[config.mk]
export PLATFORM = sky130hd
export DESIGN_NAME = shower_timer_cold_shot_alert_top
export DESIGN_NICKNAME = d
export VERILOG_FILES = /design/src/rtl/stcsa_pkg.sv /design/src/rtl/shower_timer_cold_shot_alert_top.sv
export VERILOG_INCLUDE_DIRS = /design/src /design/src/rtl
export SDC_FILE = /design/constraint.sdc
export NUM_CORES = 1
export LEC_CHECK = 0
export BUFFER_PORTS_ARGS = -buffer_cell sky130_fd_sc_hd__clkbuf_2
export CAP_MARGIN = 20
export CORE_AREA = 3 3 350 179
export DETAILED_ROUTE_END_ITERATION = 10
export DIE_AREA = 0 0 353 182
export MAX_ROUTING_LAYER = met4
export SLEW_MARGIN = 25
export SYNTH_ARGS = -nofsm -noshare
export SYNTH_HDL_FRONTEND = slang
export SYNTH_SLANG_ARGS = --single-unit
[constraint.sdc]
create_clock -name clk -period 8.7 [get_ports clk]
set_input_delay 0.435 -clock clk [delete_from_list [all_inputs] [get_ports clk]]
set_output_delay 0.435 -clock clk [all_outputs]
set_load 0.02 [all_outputs]
[src/rtl/shower_timer_cold_shot_alert_top_macros.svh]
// Assertion macros for the shower timer top level.
`ifndef SHOWER_TIMER_COLD_SHOT_ALERT_TOP_MACROS_SVH
`define SHOWER_TIMER_COLD_SHOT_ALERT_TOP_MACROS_SVH

`ifndef SYNTH
`define STCSA_ASSERT_IMPLIES(label, ante, cons) \
  label: assert property (@(posedge clk) disable iff (rst) (ante) |-> (cons)) \
    else $error("implication check failed");
`define STCSA_ASSERT_NEXT(label, ante, cons) \
  label: assert property (@(posedge clk) disable iff (rst) (ante) |=> (cons)) \
    else $error("next-cycle check failed");
`else
`define STCSA_ASSERT_IMPLIES(label, ante, cons)
`define STCSA_ASSERT_NEXT(label, ante, cons)
`endif

`endif

[src/rtl/stcsa_pkg.sv]
// Register map, reset values and bus widths of the shower timer.
`default_nettype none

package stcsa_pkg;

  localparam int ADDR_BITS = 5;
  localparam int DATA_BITS = 32;

  typedef enum logic [2:0] {
    REG_TIMER_ENABLE  = 3'd0,
    REG_ALERT_ENABLE  = 3'd1,
    REG_ALERT_TRIGGER = 3'd2,
    REG_COLD_SHOT     = 3'd3,
    REG_MIN_DURATION  = 3'd4,
    REG_PAUSE         = 3'd5,
    REG_OFFSET        = 3'd6
  } reg_idx_t;

  localparam logic [15:0] ALERT_TRIGGER_RESET = 16'd420;
  localparam logic [15:0] COLD_SHOT_RESET     = 16'd10;
  localparam logic [15:0] MIN_DURATION_RESET  = 16'd180;
  localparam logic [7:0]  PAUSE_RESET         = 8'd15;
  localparam logic [7:0]  OFFSET_RESET        = 8'd5;

  localparam int IN_BYTES_BITS  = 8;
  localparam int OUT_BYTES_BITS = 40;

endpackage

`default_nettype wire

[src/rtl/shower_timer_cold_shot_alert_top.sv]
// An accepted item passes the input register, then the result register. Throughput: one item
// per cycle unless m_tready stalls; the state update is a single pass of subtracts and compares.
// The result register frees when its item is taken, so a new item enters during a stall drain.
// Reset (rst, synchronous, active high) clears the seconds clock, all timestamps and flags,
// and returns the configuration registers to their default values.
`default_nettype none

module shower_timer_cold_shot_alert_top #(
  parameter int TIME_BITS = 32
) (
  input  wire                                clk,
  input  wire                                rst,
  // APB configuration port
  input  wire                                psel,
  input  wire                                penable,
  input  wire                                pwrite,
  input  wire  [stcsa_pkg::ADDR_BITS-1:0]    paddr,
  input  wire  [stcsa_pkg::DATA_BITS-1:0]    pwdata,
  output logic [stcsa_pkg::DATA_BITS-1:0]    prdata,
  output logic                               pready,
  // Input items
  input  wire                                s_tvalid,
  output logic                               s_tready,
  // s_tdata: [0] tap_active, [1] coldshot_request, [7:2] zero
  input  wire  [stcsa_pkg::IN_BYTES_BITS-1:0] s_tdata,
  // Result items
  output logic                               m_tvalid,
  input  wire                                m_tready,
  // m_tdata: [0] shower_on, [1] active_changed, [2] tap_off_request,
  // [3] tap_on_request, [4] duration_valid, [36:5] duration_seconds,
  // [37] coldshot_rejected, [39:38] zero
  output logic [stcsa_pkg::OUT_BYTES_BITS-1:0] m_tdata
);

  import stcsa_pkg::*;

  `include "shower_timer_cold_shot_alert_top_macros.svh"

  // Configuration registers
  logic        timer_enable;
  logic        alert_enable;
  logic [15:0] alert_trigger_seconds;
  logic [15:0] cold_shot_seconds;
  logic [15:0] min_duration_seconds;
  logic [7:0]  pause_seconds;
  logic [7:0]  offset_seconds;

  // Timer state
  logic [TIME_BITS-1:0] seconds_now, seconds_now_next;
  logic [TIME_BITS-1:0] flow_start_time, flow_start_time_next;
  logic [TIME_BITS-1:0] pause_start_time, pause_start_time_next;
  logic [TIME_BITS-1:0] alert_start_time, alert_start_time_next;
  logic [TIME_BITS-1:0] next_alert_mark, next_alert_mark_next;
  logic flow_running, flow_running_next;
  logic pause_running, pause_running_next;
  logic showering, showering_next;
  logic cold_shot_on, cold_shot_on_next;
  logic forced_pending, forced_pending_next;
  logic last_reported_active, last_reported_active_next;

  // Input register
  logic in_valid;
  logic in_tap;
  logic in_req;

  // Result register
  logic        res_valid;
  logic        res_active, res_changed, res_off, res_on, res_dvalid, res_rej;
  logic [31:0] res_dur;
  logic        changed_next, off_next, on_next, dvalid_next, rej_next;
  logic [31:0] dur_next;

  logic advance;
  logic cfg_write;

  assign pready    = 1'b1;
  assign cfg_write = psel & penable & pwrite & pready;

  // The computing stage moves when the result register is empty or being emptied.
  assign advance  = in_valid & (~res_valid | m_tready);
  assign s_tready = ~in_valid | advance;

  // ---------------- configuration ----------------
  always_ff @(posedge clk) begin
    if (rst) begin
      timer_enable          <= 1'b0;
      alert_enable          <= 1'b0;
      alert_trigger_seconds <= ALERT_TRIGGER_RESET;
      cold_shot_seconds     <= COLD_SHOT_RESET;
      min_duration_seconds  <= MIN_DURATION_RESET;
      pause_seconds         <= PAUSE_RESET;
      offset_seconds        <= OFFSET_RESET;
    end else if (cfg_write) begin
      case (reg_idx_t'(paddr[4:2]))
        REG_TIMER_ENABLE:  timer_enable          <= pwdata[0];
        REG_ALERT_ENABLE:  alert_enable          <= pwdata[0];
        REG_ALERT_TRIGGER: alert_trigger_seconds <= pwdata[15:0];
        REG_COLD_SHOT:     cold_shot_seconds     <= pwdata[15:0];
        REG_MIN_DURATION:  min_duration_seconds  <= pwdata[15:0];
        REG_PAUSE:         pause_seconds         <= pwdata[7:0];
        REG_OFFSET:        offset_seconds        <= pwdata[7:0];
        default: ;
      endcase
    end
  end

  always_comb begin
    case (reg_idx_t'(paddr[4:2]))
      REG_TIMER_ENABLE:  prdata = {31'd0, timer_enable};
      REG_ALERT_ENABLE:  prdata = {31'd0, alert_enable};
      REG_ALERT_TRIGGER: prdata = {16'd0, alert_trigger_seconds};
      REG_COLD_SHOT:     prdata = {16'd0, cold_shot_seconds};
      REG_MIN_DURATION:  prdata = {16'd0, min_duration_seconds};
      REG_PAUSE:         prdata = {24'd0, pause_seconds};
      REG_OFFSET:        prdata = {24'd0, offset_seconds};
      default:           prdata = '0;
    endcase
  end

  // ---------------- input register ----------------
  always_ff @(posedge clk) begin
    if (rst) begin
      in_valid <= 1'b0;
    end else if (s_tready) begin
      in_valid <= s_tvalid;
    end
  end

  always_ff @(posedge clk) begin
    if (s_tvalid && s_tready) begin
      in_tap <= s_tdata[0];
      in_req <= s_tdata[1];
    end
  end

  // ---------------- one tick of the timer ----------------
  always_comb begin
    logic [TIME_BITS-1:0] flow_el;
    logic [TIME_BITS-1:0] pause_el;
    logic [TIME_BITS-1:0] cold_el;
    logic [TIME_BITS-1:0] dur_raw;
    logic [TIME_BITS-1:0] dur_net;
    logic [63:0]          dur_wide;
    logic                 set_call;

    seconds_now_next          = seconds_now + TIME_BITS'(1);
    flow_start_time_next      = flow_start_time;
    pause_start_time_next     = pause_start_time;
    alert_start_time_next     = alert_start_time;
    next_alert_mark_next      = next_alert_mark;
    flow_running_next         = flow_running;
    pause_running_next        = pause_running;
    showering_next            = showering;
    cold_shot_on_next         = cold_shot_on;
    forced_pending_next       = forced_pending;
    last_reported_active_next = last_reported_active;
    changed_next = 1'b0;
    off_next     = 1'b0;
    on_next      = 1'b0;
    dvalid_next  = 1'b0;
    rej_next     = 1'b0;
    dur_next     = '0;
    set_call     = 1'b0;

    flow_el  = seconds_now_next - flow_start_time;
    cold_el  = seconds_now_next - alert_start_time;
    pause_el = '0;
    dur_raw  = '0;
    dur_net  = '0;
    dur_wide = '0;

    if (timer_enable) begin
      // A request is settled before the flow logic sees forced_pending.
      if (in_req) begin
        if (showering) begin
          forced_pending_next = 1'b1;
        end else begin
          forced_pending_next = 1'b0;
          rej_next            = 1'b1;
        end
      end

      if (!cold_shot_on) begin
        if (in_tap) begin
          if (!flow_running) begin
            flow_running_next     = 1'b1;
            flow_start_time_next  = seconds_now_next;
            pause_running_next    = 1'b0;
            pause_start_time_next = '0;
            showering_next        = 1'b0;
            next_alert_mark_next  = TIME_BITS'(alert_trigger_seconds);
          end else if (!showering && flow_el > TIME_BITS'(min_duration_seconds)) begin
            showering_next = 1'b1;
            set_call       = 1'b1;
          end else if ((alert_enable && flow_el > next_alert_mark) || forced_pending_next) begin
            cold_shot_on_next     = 1'b1;
            forced_pending_next   = 1'b0;
            alert_start_time_next = seconds_now_next;
            off_next              = 1'b1;
          end
        end else begin
          if (flow_running && !pause_running) begin
            pause_running_next    = 1'b1;
            pause_start_time_next = seconds_now_next;
          end
          pause_el = seconds_now_next - pause_start_time_next;
          if (pause_running_next && pause_el > TIME_BITS'(pause_seconds)) begin
            dur_raw  = pause_start_time_next - flow_start_time;
            dur_net  = dur_raw - TIME_BITS'(offset_seconds);
            dur_wide = 64'(dur_net);
            if (dur_raw > TIME_BITS'(offset_seconds) &&
                dur_net > TIME_BITS'(min_duration_seconds)) begin
              dvalid_next = 1'b1;
              dur_next    = (dur_wide[63:32] != 32'd0) ? 32'hFFFF_FFFF : dur_wide[31:0];
            end
            flow_running_next     = 1'b0;
            flow_start_time_next  = '0;
            pause_running_next    = 1'b0;
            pause_start_time_next = '0;
            cold_shot_on_next     = 1'b0;
            alert_start_time_next = '0;
            showering_next        = 1'b0;
            set_call              = 1'b1;
          end
        end
      end else if (cold_el > TIME_BITS'(cold_shot_seconds)) begin
        cold_shot_on_next    = 1'b0;
        forced_pending_next  = 1'b0;
        next_alert_mark_next = next_alert_mark + TIME_BITS'(alert_trigger_seconds);
        on_next              = 1'b1;
      end

      if (set_call && (showering_next != last_reported_active)) begin
        last_reported_active_next = showering_next;
        changed_next              = 1'b1;
      end
    end
  end

  always_ff @(posedge clk) begin
    if (rst) begin
      seconds_now          <= '0;
      flow_start_time      <= '0;
      pause_start_time     <= '0;
      alert_start_time     <= '0;
      next_alert_mark      <= '0;
      flow_running         <= 1'b0;
      pause_running        <= 1'b0;
      showering            <= 1'b0;
      cold_shot_on         <= 1'b0;
      forced_pending       <= 1'b0;
      last_reported_active <= 1'b0;
    end else if (advance) begin
      seconds_now          <= seconds_now_next;
      flow_start_time      <= flow_start_time_next;
      pause_start_time     <= pause_start_time_next;
      alert_start_time     <= alert_start_time_next;
      next_alert_mark      <= next_alert_mark_next;
      flow_running         <= flow_running_next;
      pause_running        <= pause_running_next;
      showering            <= showering_next;
      cold_shot_on         <= cold_shot_on_next;
      forced_pending       <= forced_pending_next;
      last_reported_active <= last_reported_active_next;
    end
  end

  // ---------------- result register ----------------
  always_ff @(posedge clk) begin
    if (rst) begin
      res_valid <= 1'b0;
    end else if (advance) begin
      res_valid <= 1'b1;
    end else if (m_tready) begin
      res_valid <= 1'b0;
    end
  end

  always_ff @(posedge clk) begin
    if (advance) begin
      res_active  <= showering_next;
      res_changed <= changed_next;
      res_off     <= off_next;
      res_on      <= on_next;
      res_dvalid  <= dvalid_next;
      res_dur     <= dur_next;
      res_rej     <= rej_next;
    end
  end

  assign m_tvalid = res_valid;
  assign m_tdata  = {2'b00, res_rej, res_dur, res_dvalid, res_on, res_off,
                     res_changed, res_active};

  // ---------------- checks ----------------
  `STCSA_ASSERT_IMPLIES(a_off_on_exclusive, res_valid, !(res_off && res_on))
  `STCSA_ASSERT_IMPLIES(a_cold_shot_needs_flow, cold_shot_on, flow_running)
  `STCSA_ASSERT_IMPLIES(a_pause_needs_flow, pause_running, flow_running)
  `STCSA_ASSERT_NEXT(a_clock_ticks, advance,
                     seconds_now == $past(seconds_now) + TIME_BITS'(1))

endmodule

`default_nettype wire
======== Yosys cells after proc, flatten, opt, wreduce, memory -nomap -nowiden ========
Index checks and enable logic that the tools add are counted.
word-level totals
  register bits after elaboration ......... 274
  input port bits ......................... 52
  output and inout port bits .............. 75
  word-level logic and storage cells ...... 161
cells by class
  add/subtract/negate cells ............... 7
  order comparisons ....................... 6
  equal/unequal tests ..................... 13
  multiplexer cells ....................... 62
  bitwise logic cells ..................... 11
  reduce and logical (&&, ||, !) cells .... 33
operator list
  cell                                                                   number
  32-bit 2-to-1 mux                                                      18
  32-bit subtractor                                                      4
  16-bit one-hot mux with 7 select lines                                 1
  32-bit by 16-bit > comparator with 1-bit output                        3
  32-bit by 8-bit > comparator with 1-bit output                         2
  1-bit 2-to-1 mux                                                       43
  32-bit by 1-bit adder with 32-bit output, second input constant        1
  32-bit by 16-bit adder with 32-bit output                              1
  32-bit > comparator                                                    1
  32-bit by 8-bit subtractor with 32-bit output                          1
  2-bit AND reduction                                                    10
  5-bit AND reduction                                                    2
  3-bit equality test, second input constant                             3
  4-bit AND reduction                                                    2
  1-bit logical AND                                                      7
  7-bit AND reduction                                                    1
  3-bit by 2-bit equality test with 1-bit output, second input constant  2
  2-bit by 1-bit != test with 1-bit output, second input constant        3
  2-bit != test, second input constant                                   3
  1-bit inverter                                                         6
  2-bit nonzero test                                                     3
  5-bit OR reduction                                                     1
  4-bit OR reduction                                                     1
  1-bit AND                                                              3
  other kinds (8)                                                        10

======== Longest topological paths before layout ========
Gate-level depths: netlist of the first run.
  word-level depth ........................ 16
  depth in mapped cells ................... 33
  mapped depth without buffers ............ 29

======== Worst setup path after synthesis of the first run ========
No wires, ideal clock.
  path type ............................... reg-to-reg
  from .................................... register flow_running
  to ...................................... register res_dur[10], data pin
  library setup time ...................... 274 ps
  arrival time ............................ 6,047 ps
  required time ........................... 8,426 ps
  slack ................................... 2,379 ps
  cell stages (with the launch flop) ...... 33
  buffers on the path ..................... 4
  clock period less this slack ............ 6,321 ps
  path through ............................ dfxtp_1 > clkbuf_1 > nand2b_1 > clkbuf_1 > clkbuf_1 > nand2_1 > o21ai_0 > inv_1 > ha_1 > fa_1 > inv_1 > ha_1 > nor2b_1 > o21a_1 > o21ai_0 > a21oi_1 > o31a_1 > nor3_1 > xor2_1 > ha_1 > a21o_1 > a21o_1 > a21oi_1 > nor2b_1 > o21ai_0 > nand2b_1 > a21o_1 > a21oi_1 > a21oi_1 > nand4b_1 > nor3_4 > buf_8 > nor3b_2
between the ends
  longest elaborated chain between the ends .. 11
  elaborated cells between the ends (all ways) .. 20
  classes of those cells .................. add/sub: 3; order compare: 3; mux: 8; bitwise: 2; reduce/logical: 4
RTL lines
  what                                             line                                     text
  start, declared                                  shower_timer_cold_shot_alert_top.sv:54   logic flow_running, flow_running_next;
  start signal, assigned                           shower_timer_cold_shot_alert_top.sv:259  flow_running <= flow_running_next;
  1-bit logical AND (*)                            shower_timer_cold_shot_alert_top.sv:202  if (flow_running && !pause_running) begin
  32-bit 2-to-1 mux                                shower_timer_cold_shot_alert_top.sv:202
  32-bit 2-to-1 mux                                shower_timer_cold_shot_alert_top.sv:184  if (in_tap) begin
  32-bit 2-to-1 mux                                shower_timer_cold_shot_alert_top.sv:183  if (!cold_shot_on) begin
  32-bit 2-to-1 mux                                shower_timer_cold_shot_alert_top.sv:172  if (timer_enable) begin
  32-bit subtractor                                shower_timer_cold_shot_alert_top.sv:208  dur_raw = pause_start_time_next - flow_start_time;
  32-bit by 8-bit subtractor with 32-bit output    shower_timer_cold_shot_alert_top.sv:209  dur_net = dur_raw - TIME_BITS'(offset_seconds);
  32-bit by 16-bit > comparator with 1-bit output  shower_timer_cold_shot_alert_top.sv:212  dur_net > TIME_BITS'(min_duration_seconds)) begin
  1-bit logical AND                                shower_timer_cold_shot_alert_top.sv:211  if (dur_raw > TIME_BITS'(offset_seconds) &&
  1-bit inverter (no line)                         n/a
  5-bit OR reduction (no line)                     n/a
  end signal, assigned                             shower_timer_cold_shot_alert_top.sv:286  res_dur <= dur_next;
  end, declared                                    shower_timer_cold_shot_alert_top.sv:69   logic [31:0] res_dur;
Every way passes the cells marked *; elsewhere a longest branch is shown, timed or not. The select of a mux whose other input is x is not followed.
A chain may end at the register's enable or synchronous reset.

======== Worst setup path after layout of the first run ========
  from .................................... register seconds_now[3]
  to ...................................... register alert_start_time[23]
between the ends
  longest elaborated chain between the ends .. 10
  elaborated cells between the ends (all ways) .. 22
  classes of those cells .................. add/sub: 3; order compare: 3; eq/ne: 2; mux: 8; reduce/logical: 6
RTL lines
  what                                            line                                     text
  start, declared                                 shower_timer_cold_shot_alert_top.sv:49   logic [TIME_BITS-1:0] seconds_now, seconds_now_next;
  start signal, assigned                          shower_timer_cold_shot_alert_top.sv:254  seconds_now <= seconds_now_next;
  32-bit by 1-bit adder with 32-bit output (*)    shower_timer_cold_shot_alert_top.sv:146  seconds_now_next = seconds_now + TIME_BITS'(1);
  net seconds_now_next[15]                        shower_timer_cold_shot_alert_top.sv:49
  32-bit 2-to-1 mux                               shower_timer_cold_shot_alert_top.sv:202
  32-bit 2-to-1 mux                               shower_timer_cold_shot_alert_top.sv:184
  32-bit 2-to-1 mux                               shower_timer_cold_shot_alert_top.sv:183
  32-bit 2-to-1 mux                               shower_timer_cold_shot_alert_top.sv:172
  32-bit subtractor                               shower_timer_cold_shot_alert_top.sv:206  pause_el = seconds_now_next - pause_start_time_next;
  32-bit by 8-bit > comparator with 1-bit output  shower_timer_cold_shot_alert_top.sv:207  if (pause_running_next && pause_el > TIME_BITS'(pause_seconds)) begin
  1-bit logical AND                               shower_timer_cold_shot_alert_top.sv:207
  2-bit nonzero test (no line)                    n/a
  7-bit AND reduction (no line) (*)               n/a
  end signal, assigned                            shower_timer_cold_shot_alert_top.sv:257  alert_start_time <= alert_start_time_next;
  end, declared                                   shower_timer_cold_shot_alert_top.sv:52   logic [TIME_BITS-1:0] alert_start_time, alert_start_time_next;
Mark *: on every way through the listed nets, which the timed path passes. The rest lies on a longest branch. The select of a mux whose other input is x is not followed.

==> summary.md, run 1 <==
| Metric | Value |
|---|---|
| CP Class | `reg2reg` |
| ANT cells | `0` |
| Nets | `3441` |
| CP peak stage delay | `0.70 ns` |
| Synth Area in XOR/XNOR | `6.77%` |
| Final Hold Fails | `0` |
| Final instance area | `26000 um2` |
| Status | `complete, no violations` |
| Post-Syn Area | `23900 um2` |
| Cell row count | `63` |
| Initial Util | `40.3%` |
| Clock Pin Slew Worst Setup and Hold Paths | `0.06 ns` |
| Max FO, Critical Path | `32` |
| Synth Area in Adders | `13.0%` |
| FF/Latch Area | `5890 um2` |
| Worst Path Required | `9.16 ns` |
| DRT Wirelength | `81.4 mm` |
| CP arrival | `8.25 ns` |
| First-pass GRT wire length | `124 mm` |
| Worst hold stages | `1` |
| Share of flip-flops with an asynchronous set or reset | `0%` |
| Initial antenna violation count | `1` |
| Final HPWL DP | `64.9 mm` |
| Critical Path End Type | `flop` |
| Post-Place Setup Slack | `1.18 ns` |
| DIE WIDTH | `353 um` |
| Routed via count | `23245` |
| Layout Cells excl Fill | `3979` |
| Period utilization | `89.5%` |
| Share of layout cells above drive strength 1 | `7.58%` |
| Drt first pass iters | `5` |
| Main synth FF type | `dfxtp_1` |
| FF-to-FF path depth | `26` |
| Unrepaired setup endpoints after global routing | `no` |
| Static leakage | `0.0109 uW` |
| Detail Route Antenna Nets | `0` |
| Largest family of logic cells by synthesized area | `compound AO/OA/AOI/OAI gates` |
| Core Area | `59400 um2` |
| Area of the multi-input gates | `16400 um2` |
| Post-Syn Instances | `3140` |
| CP Launch Type | `flop` |
| Final GP Congestion | `0.941` |
| Min Tclk post-route | `7.79 ns` |
| TritonCTS clock tree | `yes` |
| Pwr dens | `123 nW/um2` |
| Multiplexer share of the synthesized area | `2.43%` |
| Synth Warn # | `0` |
| EDFF count, synth | `40` |
| CTS Root Buffer Type | `clkbuf_16` |
| Clk buf depth | `3` |
| Max Cap Viol | `0` |
| Syn Area/Cell | `7.61 um2` |
| Post-synthesis register bit count | `274` |
| Post-synth cell types | `100` |
| Compound-Gate Fraction of Synth Area | `23.6%` |
| VDD IR max | `131 uV` |
| Upper clock frequency limit | `0.128 GHz` |
| Initial DRC count | `2211` |
| Clk_lat worst skew | `0.61 ns` |
| Area growth syn-to-layout | `8.86%` |
| Largest net degree at the start of global routing | `75` |
| Total routing usage reported by global routing | `25.1%` |
| Clock Sinks | `274` |
| Worst Max-Slew Pin Slew | `1.13 ns` |
| WL/cell | `20.5 um` |
| Final setup violation count | `0` |
| Total grt overflow | `0` |
| Placed insts | `3925` |
| Fin Setup TNS | `0 ns` |
| Final Util | `43.8%` |
| Top-Level Pins | `127` |
| H-Tree Level Count | `1` |
| IO buf count | `83` |
| Number of global-route vias before repair | `20721` |
| Clk_skew | `0.0296 ns` |
| Final Max Tran Viols | `0` |
| Hold Crit Class | `in2reg` |
| Setup Fix Bufs, Post-CTS | `0` |
| CTS Buf Count | `29` |
| Seq/Total Area, Yosys | `24.6%` |
| Residual DRC | `0` |
| Slew HR | `23.4%` |
| Die area | `64200 um2` |
| Critical path's slowest cell | `nor2_1` |
| Die Ht | `182 um` |
| Post-synthesis simple-gate area fraction | `22.3%` |
| Layout filler cell count | `6017` |
| Vias per cell | `5.84` |
| Setup WS post-layout | `0.914 ns` |
| Placed Instance Area | `25000 um2` |
## placed cells by master, fill, tap and decap left out, types with 68 or more instances in the layout
cell type / Yosys / routed
o21ai_0: 168 / 168
nor2_1: 275 / 273
ha_1: 238 / 238
xnor2_1: 114 / 114
nand3_1: 90 / 90
a21oi_1: 261 / 259
nand2_1: 341 / 341
nand4_1: 71 / 71
xor2_1: 68 / 68
clkbuf_2: 0 / 82
dfxtp_1: 234 / 234
inv_1: 258 / 257
## registers in the layout (all words and copies together) (netlist names), 8 cells and up
| register | count |
|---|---|
| flow_start_time | 32 |
| cold_shot_seconds | 16 |
| pause_start_time | 32 |
| alert_start_time | 32 |
| offset_seconds | 8 |
| res_dur | 32 |
| seconds_now | 32 |
| next_alert_mark | 32 |
| alert_trigger_seconds | 16 |
| pause_seconds | 8 |
| min_duration_seconds | 16 |
## worst max-delay path: cells and delay by family, from the launching register on
kind	cells	cell delay, ns
DFF	1	0.46
AOI/OAI and AO/OA	10	2.77
xor gates and xnor gates	1	0.23
buffers and inverters	4	0.60
and+or+nand+nor	9	2.86
adders and majority gates	2	0.67
## metal layers
| metal | global-route usage (%) | routed length, um | vias to the layer above |
|---|---|---|---|
| met2 | 36.1 | 33700 | 820 |
| met4 | 5.05 | 1710 | 0 |
| met3 | 3.53 | 6430 | 84 |
| met5 | - | 0 | - |
| met1 | 37.1 | 39600 | 11111 |
| li1 | - | - | 11230 |
## logic make-up after synthesis
logic type                 after synthesis
adders and majority gates              244
AOI/OAI and AO/OA                      854
DFF                                    274
xor gates and xnor gates               183
muxes                                   56
buffers and inverters                  429
and+or+nand+nor                       1098
other                                    2
## where the power goes
part | switching (uW) | internal (uW)
combinational | 376 | 203
sequential | 8.40 | 1290
clock | 574 | 750
total | 958 | 2250
## repair_timing
action,4_1_cts,5_1_grt
hold endpoints to repair,1,0
resized for setup,0,0
hold buffers,1,0
## metrics by stage
step	hold slack [ns]	power [uW]
final	0.0439	3210
after global routing	0.00441	3330
after CTS	0.00773	3220
after detailed placement	0.443	1890
after global placement	0.438	1880
after floorplan	0.432	1690
## worst paths after layout
| kind | start | end | slack (ns) |
|---|---|---|---|
| max | seconds_now[3] | alert_start_time[23] | 0.91 |
| max reg2reg | seconds_now[3] | alert_start_time[23] | 0.91 |
| min | s_tdata[1] | in_req | 0.04 |
| min reg2reg | pause_start_time[21] | pause_start_time[21] | 0.45 |
## layout make-up
cell class,count,area share [%]
flip-flops and latches,274,22.6
multi-input cells,2454,63.0
repair buffers,127,2.95
clock inverters,16,0.664
clock buffers,37,3.14
well taps,812,3.91
inverters,259,3.74
## synthesized netlist by cell type, types with 66 or more instances
master / count / share of area (%)
nand2_1: 341 / 5.4
nor2_1: 275 / 4.3
a21oi_1: 261 / 5.5
inv_1: 258 / 4.1
ha_1: 238 / 12
dfxtp_1: 234 / 20
o21ai_0: 168 / 3.5
clkbuf_1: 130 / 2.0
xnor2_1: 114 / 4.2
nand3_1: 90 / 1.9
nand4_1: 71 / 1.9
xor2_1: 68 / 2.5
nor3_1: 66 / 1.4
Power figures use the tool's default switching activity.
==> inputs of run 2 (changes only) <==
--- a/config.mk
+++ b/config.mk
@@ -12,6 +12,7 @@
 export DETAILED_ROUTE_END_ITERATION = 10
 export DIE_AREA = 0 0 353 182
 export MAX_ROUTING_LAYER = met4
+export PLACE_DENSITY = 0.54
 export SLEW_MARGIN = 25
 export SYNTH_ARGS = -nofsm -noshare
 export SYNTH_HDL_FRONTEND = slang
==> run 2 against run 1 <==
Compared with the run above:
- register-to-register slack got worse by 0.02 ns
- critical path type unchanged
- sequential cell count did not move
- largest power group is now sequential cells
- highest routed layer unchanged
- die area did not move
==> summary.md, run 2 (synthesis gave the netlist of run 1 again) <==
| Metric | Value |
|---|---|
| Met2 WL | `33.2 mm (was 33.7 mm)` |
| Pwr dens | `122 nW/um2 (was 123 nW/um2)` |
| Die Ht | `182 um (unchanged)` |
| Drt first pass iters | `5 (unchanged)` |
| Most frequent cells in the layout | `nand2_1, nor2_1, a21oi_1 (unchanged)` |
| Routed via count | `22923 (was 23245)` |
| WL/cell | `21.1 um (was 20.5 um)` |
| Fin Setup TNS | `0 ns (unchanged)` |
| DRT Wirelength | `83.8 mm (was 81.4 mm)` |
| Critical path's slowest cell | `nor2_1 (unchanged)` |
| Status | `complete, no violations (unchanged)` |
| Static leakage | `0.0109 uW (about the same)` |
| Critical path origin | `seconds_now[3] (unchanged)` |
| PostCTS Resize Cnt | `0 (unchanged)` |
| Slew HR | `32.9% (was 23.4%)` |
| Top delay family on crit path | `simple AND/OR/NAND/NOR gates (unchanged)` |
| H-Tree Level Count | `1 (unchanged)` |
| Min-delay src | `s_tvalid (was s_tdata[1])` |
| Min Tclk post-route | `7.81 ns (was 7.79 ns)` |
| Final Hold Fails | `0 (unchanged)` |
| Clock Pin Slew Worst Setup and Hold Paths | `0.06 ns (about the same)` |
| IO buf count | `83 (unchanged)` |
| Vias per cell | `5.77 (was 5.84)` |
| Max Cap Viol | `0 (unchanged)` |
| Crit path buf inv count | `2 (was 4)` |
| Period utilization | `89.7% (was 89.5%)` |
| Final setup violation count | `0 (unchanged)` |
| Cts hold-fix bufs | `2 (was 1)` |
| TritonCTS clock tree | `yes (unchanged)` |
| Top-Level Pins | `127 (unchanged)` |
| Wl on met1 | `41.5 mm (was 39.6 mm)` |
| FF-to-FF Start | `seconds_now[3] (unchanged)` |
| Area growth syn-to-layout | `8.78% (was 8.86%)` |
| Highest routed layer | `met4 (unchanged)` |
| Upper clock frequency limit | `0.128 GHz (about the same)` |
| Share of layout cells above drive strength 1 | `7.49% (was 7.58%)` |
| Final instance area | `26000 um2 (about the same)` |
| Clock Sinks | `274 (unchanged)` |
| CP peak stage delay | `0.61 ns (was 0.70 ns)` |
| Hold Crit Class | `in2reg (unchanged)` |
| Die area | `64200 um2 (unchanged)` |
| Max FO, Critical Path | `32 (unchanged)` |
| Cell row count | `63 (unchanged)` |
| Crit-path cells | `nand4_1 -> nor3_1 -> and4_1 -> nand3_1 -> nor4_1 -> xnor2_1 -> inv_1 -> ha_1 -> a21oi_1 -> o21bai_1 -> nor3_1 -> o21bai_1 -> o41ai_1 -> nor2_1 -> ha_1 -> nand4_1 -> nor4_1 -> a211oi_1 -> o21ai_0 -> nand2_1 -> a2111oi_0 -> a21oi_2 -> buf_4 -> o2bb2ai_1` |
| Detail Route Antenna Nets | `0 (unchanged)` |
| Nets | `3440 (was 3441)` |
| Clk_skew | `0.0329 ns (was 0.0296 ns)` |
| Final GP Congestion | `0.973 (was 0.941)` |
| Worst-case hold slack | `0.0634 ns (was 0.0439 ns)` |
| Unrepaired setup endpoints after global routing | `no (unchanged)` |
| Worst Max-Slew Pin Slew | `0.999 ns (was 1.13 ns)` |
| Number of global-route vias before repair | `20566 (was 20721)` |
| Met3 wire length | `7.63 mm (was 6.43 mm)` |
| CP Launch Type | `flop (unchanged)` |
| Final Max Tran Viols | `0 (unchanged)` |
| Clk buf depth | `3 (unchanged)` |
| Total routing usage reported by global routing | `26.0% (was 25.1%)` |
| Clk_lat worst skew | `0.61 ns (about the same)` |
| Initial DRC count | `2322 (was 2211)` |
| Placed Instance Area | `25000 um2 (about the same)` |
| Setup Fix Bufs, Post-CTS | `0 (unchanged)` |
| CTS Root Buffer Type | `clkbuf_16 (unchanged)` |
| CTS Buf Count | `28 (was 29)` |
| Initial antenna violation count | `1 (unchanged)` |
| Final HPWL DP | `67.1 mm (was 64.9 mm)` |
| First-pass GRT wire length | `127 mm (was 124 mm)` |
| Critical Path End Type | `flop (unchanged)` |
| Initial Util | `40.3% (unchanged)` |
| ANT cells | `0 (unchanged)` |
| Largest net degree at the start of global routing | `128 (was 75)` |
| Core Area | `59400 um2 (unchanged)` |
| Residual DRC | `0 (unchanged)` |
| Worst Path Required | `9.15 ns (was 9.16 ns)` |
| CP Class | `reg2reg (unchanged)` |
| Commonest non-fill, non-tap cell in the layout | `nand2_1 (unchanged)` |
| CP arrival | `8.25 ns (about the same)` |
| DIE WIDTH | `353 um (unchanged)` |
| Total grt overflow | `0 (unchanged)` |
| VDD IR max | `164 uV (was 131 uV)` |
## run 2: changes by cell type in the layout (fill, tap and decap cells not counted), sizes merged
cell | previous run | this run
bufinv | 3 | 4
clkbuf | 119 | 118
clkinvlp | 3 | 4
buf | 44 | 42
clkinv | 9 | 6
dlygate4sd3 | 1 | 2
## run 2: final cells by class
class                   instances  area [um2]
flip-flops and latches        274        5890
fillers                      6127       33400
multi-input cells            2454       16400
clock inverters                15         185
clock buffers                  35         737
repair buffers                127         785
inverters                     259         972
well taps                     812        1020
## run 2: per-layer routing
layer | GRT usage, % | vias to the layer above
met5 | - | -
met4 | 4.42 | 0
met3 | 6.90 | 77
met2 | 35.7 | 746
met1 | 37.9 | 10856
li1 | - | 11244
## run 2: final timing paths
kind	to	slack, ns	cells past startpoint
max reg2reg	alert_start_time[28]	0.89	24
min reg2reg	pause_start_time[19]	0.45	2
min	in_valid	0.06	3
max	alert_start_time[28]	0.89	24
## run 2: stage by stage
stage | setup WS, ns | power [uW] | utilization [%] | instances
finish | 0.893 | 3180 | 43.8 | 3976
global route | 0.389 | 3310 | 43.8 | 3976
CTS | 1.07 | 3190 | 43.8 | 3976
detailed placement | 1.09 | 1890 | 42.2 | 3924
global placement | 0.942 | 1890 | 42.2 | 3924
floorplan | 2.38 | 1690 | - | 3157
## run 2: worst register-to-register path, stage by stage (launching register included)
cell and delay (ns):
dfxtp_1 0.44, nand4_1 0.35, nor3_1 0.54, and4_1 0.36
nand3_1 0.23, nor4_1 0.47, xnor2_1 0.36, inv_1 0.32
ha_1 0.51, a21oi_1 0.10, o21bai_1 0.28, nor3_1 0.09
o21bai_1 0.15, o41ai_1 0.10, nor2_1 0.62, ha_1 0.25
nand4_1 0.16, nor4_1 0.49, a211oi_1 0.24, o21ai_0 0.33
nand2_1 0.08, a2111oi_0 0.58, a21oi_2 0.12, buf_4 0.29
o2bb2ai_1 0.22
## run 2: power by group
group          leakage, uW  switching (uW)  internal [uW]
Clock             0.000438             571            717
Sequential         0.00227            8.28           1290
Combinational      0.00818             383            202
Total               0.0109             963           2210
==> inputs of run 3 (changes only) <==
--- a/config.mk
+++ b/config.mk
@@ -8,11 +8,11 @@
 export LEC_CHECK = 0
 export BUFFER_PORTS_ARGS = -buffer_cell sky130_fd_sc_hd__clkbuf_2
 export CAP_MARGIN = 20
-export CORE_AREA = 3 3 350 179
+export CORE_AREA = 3 3 287 148
 export DETAILED_ROUTE_END_ITERATION = 10
-export DIE_AREA = 0 0 353 182
+export DIE_AREA = 0 0 290 151
 export MAX_ROUTING_LAYER = met4
-export PLACE_DENSITY = 0.54
+export PLACE_DENSITY = 0.8
 export SLEW_MARGIN = 25
 export SYNTH_ARGS = -nofsm -noshare
 export SYNTH_HDL_FRONTEND = slang
==> run 3 against run 2 <==
Compared with the run above:
- non-clock buffer count fell by 14
- worst setup slack improved by 0.16 ns
- combinational power fell by 8.9%
- critical path depth rose by 2
- sequential cell count did not move
- sequential power barely moved
- sequential share of layout area rose by 0.42 points
- utilization rose by 20 points
- die area fell by 32%
- power fell by 2.4%
- critical path type unchanged
- critical endpoint is now next_alert_mark[6]
- highest routed layer unchanged
==> summary.md, run 3 (synthesis gave the netlist of run 1 again) <==
| Metric | Value |
|---|---|
| Status | `complete, no violations (unchanged)` |
| Top-Level Pins | `127 (unchanged)` |
| Met2 WL | `32.7 mm (was 33.2 mm)` |
| Min Tclk post-route | `7.65 ns (was 7.81 ns)` |
| Number of global-route vias before repair | `21134 (was 20566)` |
| Upper clock frequency limit | `0.131 GHz (was 0.128 GHz)` |
| Clock Sinks | `274 (unchanged)` |
| Critical path origin | `seconds_now[3] (unchanged)` |
| First-pass GRT wire length | `118 mm (was 127 mm)` |
| Wl on met1 | `33.2 mm (was 41.5 mm)` |
| Final Max Tran Viols | `0 (unchanged)` |
| Worst hold stages | `1 (was 3)` |
| CP arrival | `8.15 ns (was 8.25 ns)` |
| Max Cap Viol | `0 (unchanged)` |
| Vias per cell | `6.44 (was 5.77)` |
| Critical Path End Type | `flop (unchanged)` |
| FF-to-FF Start | `seconds_now[3] (unchanged)` |
| Area growth syn-to-layout | `6.81% (was 8.78%)` |
| Clk_lat worst skew | `0.60 ns (was 0.61 ns)` |
| Share of layout cells above drive strength 1 | `7.18% (was 7.49%)` |
| Final HPWL DP | `60.8 mm (was 67.1 mm)` |
| Clk_skew | `0.0277 ns (was 0.0329 ns)` |
| H-Tree Level Count | `1 (unchanged)` |
| IO buf count | `83 (unchanged)` |
| Min-delay src | `s_tdata[1] (was s_tvalid)` |
| Worst Path Required | `9.20 ns (was 9.15 ns)` |
| Nets | `3426 (was 3440)` |
| Die Ht | `151 um (was 182 um)` |
| Max FO, Critical Path | `9 (was 32)` |
| Final setup violation count | `0 (unchanged)` |
| Residual DRC | `0 (unchanged)` |
| Worst Max-Slew Pin Slew | `1.07 ns (was 0.999 ns)` |
| FF-to-FF path depth | `26 (was 24)` |
| Layout filler cell count | `3542 (was 6127)` |
| Highest routed layer | `met4 (unchanged)` |
| Cell row count | `52 (was 63)` |
| Total routing usage reported by global routing | `34.7% (was 26.0%)` |
| Fin Setup TNS | `0 ns (unchanged)` |
| WL/cell | `20.9 um (was 21.1 um)` |
| FF/Latch Area | `5890 um2 (unchanged)` |
| Reg-to-Reg End | `next_alert_mark[6] (was alert_start_time[28])` |
| VDD IR max | `172 uV (was 164 uV)` |
| CTS Buf Count | `28 (unchanged)` |
| Largest net degree at the start of global routing | `101 (was 128)` |
| Routed via count | `23765 (was 22923)` |
| Drt first pass iters | `8 (was 5)` |
| Initial Util | `59.6% (was 40.3%)` |
| CP Launch Type | `flop (unchanged)` |
| Total grt overflow | `0 (unchanged)` |
| Area of the multi-input gates | `16400 um2 (about the same)` |
| Pwr dens | `121 nW/um2 (was 122 nW/um2)` |
| Internal reg-to-reg setup slack | `1.05 ns (was 0.89 ns)` |
| Initial antenna violation count | `2 (was 1)` |
| CTS Root Buffer Type | `clkbuf_16 (unchanged)` |
| Final Hold Fails | `0 (unchanged)` |
| DRT Wirelength | `77.3 mm (was 83.8 mm)` |
| Setup Fix Bufs, Post-CTS | `0 (unchanged)` |
| Slew HR | `28.5% (was 32.9%)` |
| Final Util | `63.7% (was 43.8%)` |
| Die area | `43800 um2 (was 64200 um2)` |
| Detail Route Antenna Nets | `0 (unchanged)` |
| Initial DRC count | `3049 (was 2322)` |
| Final GP Congestion | `0.983 (was 0.973)` |
| PostCTS Resize Cnt | `0 (unchanged)` |
| Met3 wire length | `9.00 mm (was 7.63 mm)` |
| Most frequent cells in the layout | `nand2_1, nor2_1, a21oi_1 (unchanged)` |
| Core Area | `40100 um2 (was 59400 um2)` |
| Unrepaired setup endpoints after global routing | `no (unchanged)` |
| DIE WIDTH | `290 um (was 353 um)` |
| Clock Pin Slew Worst Setup and Hold Paths | `0.07 ns (was 0.06 ns)` |
| CP Class | `reg2reg (unchanged)` |
| Commonest non-fill, non-tap cell in the layout | `nand2_1 (unchanged)` |
| TritonCTS clock tree | `yes (unchanged)` |
| Cts hold-fix bufs | `0 (was 2)` |
| Clk buf depth | `3 (unchanged)` |
| Hold path endpoint | `in_req (was in_valid)` |
| Period utilization | `87.9% (was 89.7%)` |
| Hold Crit Class | `in2reg (unchanged)` |
| Static leakage | `0.0108 uW (was 0.0109 uW)` |
[run 3: cell count changes in the layout (fill, tap and decap cells not counted), moves of 2 or more]
cell and delta:
dlygate4sd3_1 -2, diode_2 +2, clkinv_1 -4, clkbuf_8 +2, clkbuf_1 -2, clkinvlp_2 -3
buf_4 -12, buf_6 +2, nor4_1 +2, bufinv_16 -2, clkinv_2 +2
[run 3: area by class of cell]
type | count | share of cell area [%]
clock inverters | 9 | 0.510
clock buffers | 38 | 3.14
flip-flops and latches | 274 | 23.1
diodes | 2 | 0.0196
well taps | 540 | 2.65
inverters | 259 | 3.81
multi-input cells | 2454 | 64.2
repair buffers | 113 | 2.60
[run 3: per-stage QoR]
stage | hold WS [ns] | worst slack (ns) | instance area, um2 | instances | power, uW
floorplan | 0.432 | 2.38 | 24000 | 3157 | 1690
global placement | 0.438 | 1.33 | 24600 | 3640 | 1830
detailed placement | 0.443 | 1.13 | 24600 | 3640 | 1840
CTS | 0.00118 | 1.06 | 25500 | 3687 | 3080
global route | 0.0106 | 0.618 | 25500 | 3689 | 3200
finish | 0.0156 | 1.05 | 25500 | 3689 | 3100
[run 3: metal layers]
metal	vias to the layer above	global-route usage, %
met5	-	-
met4	0	9.48
met3	139	8.62
met2	1164	51.6
met1	11272	46.9
li1	11190	-
[run 3: report_power, final]
| group | total, uW | switching [uW] | internal, uW |
|---|---|---|---|
| Clock | 1260 | 559 | 705 |
| Sequential | 1300 | 8.50 | 1290 |
| Combinational | 533 | 339 | 194 |
| Total | 3100 | 906 | 2190 |
[run 3: how the worst max path moves through the flow]
stage	to	slack, ns	depth (start not counted)
after global routing	next_alert_mark[6]	0.62	26
after global placement	res_dur[2]	1.33	27
final	next_alert_mark[6]	1.05	26
after floorplan	res_dur[10]	2.38	32
after detailed placement	res_dur[7]	1.13	27
after CTS	res_dur[7]	1.06	27
[run 3: critical path: stages, from the launching register on]
cell	delay [ns]
dfxtp_1	0.46
nand4_1	0.41
nor2_1	0.34
and3_1	0.26
and3_1	0.31
xnor2_1	0.24
inv_1	0.21
ha_1	0.45
nand3_1	0.13
a21oi_1	0.23
o21ai_0	0.30
nand2_1	0.19
o21ai_0	0.09
nand2b_1	0.10
xor2_1	0.29
ha_1	0.31
nand4_1	0.13
nor3_1	0.07
a311oi_1	0.26
a31oi_1	0.33
nor3_1	0.27
nand4_1	0.11
or4_1	0.50
nor2_1	0.36
and4_1	0.56
nor2_1	0.32
a211oi_1	0.29
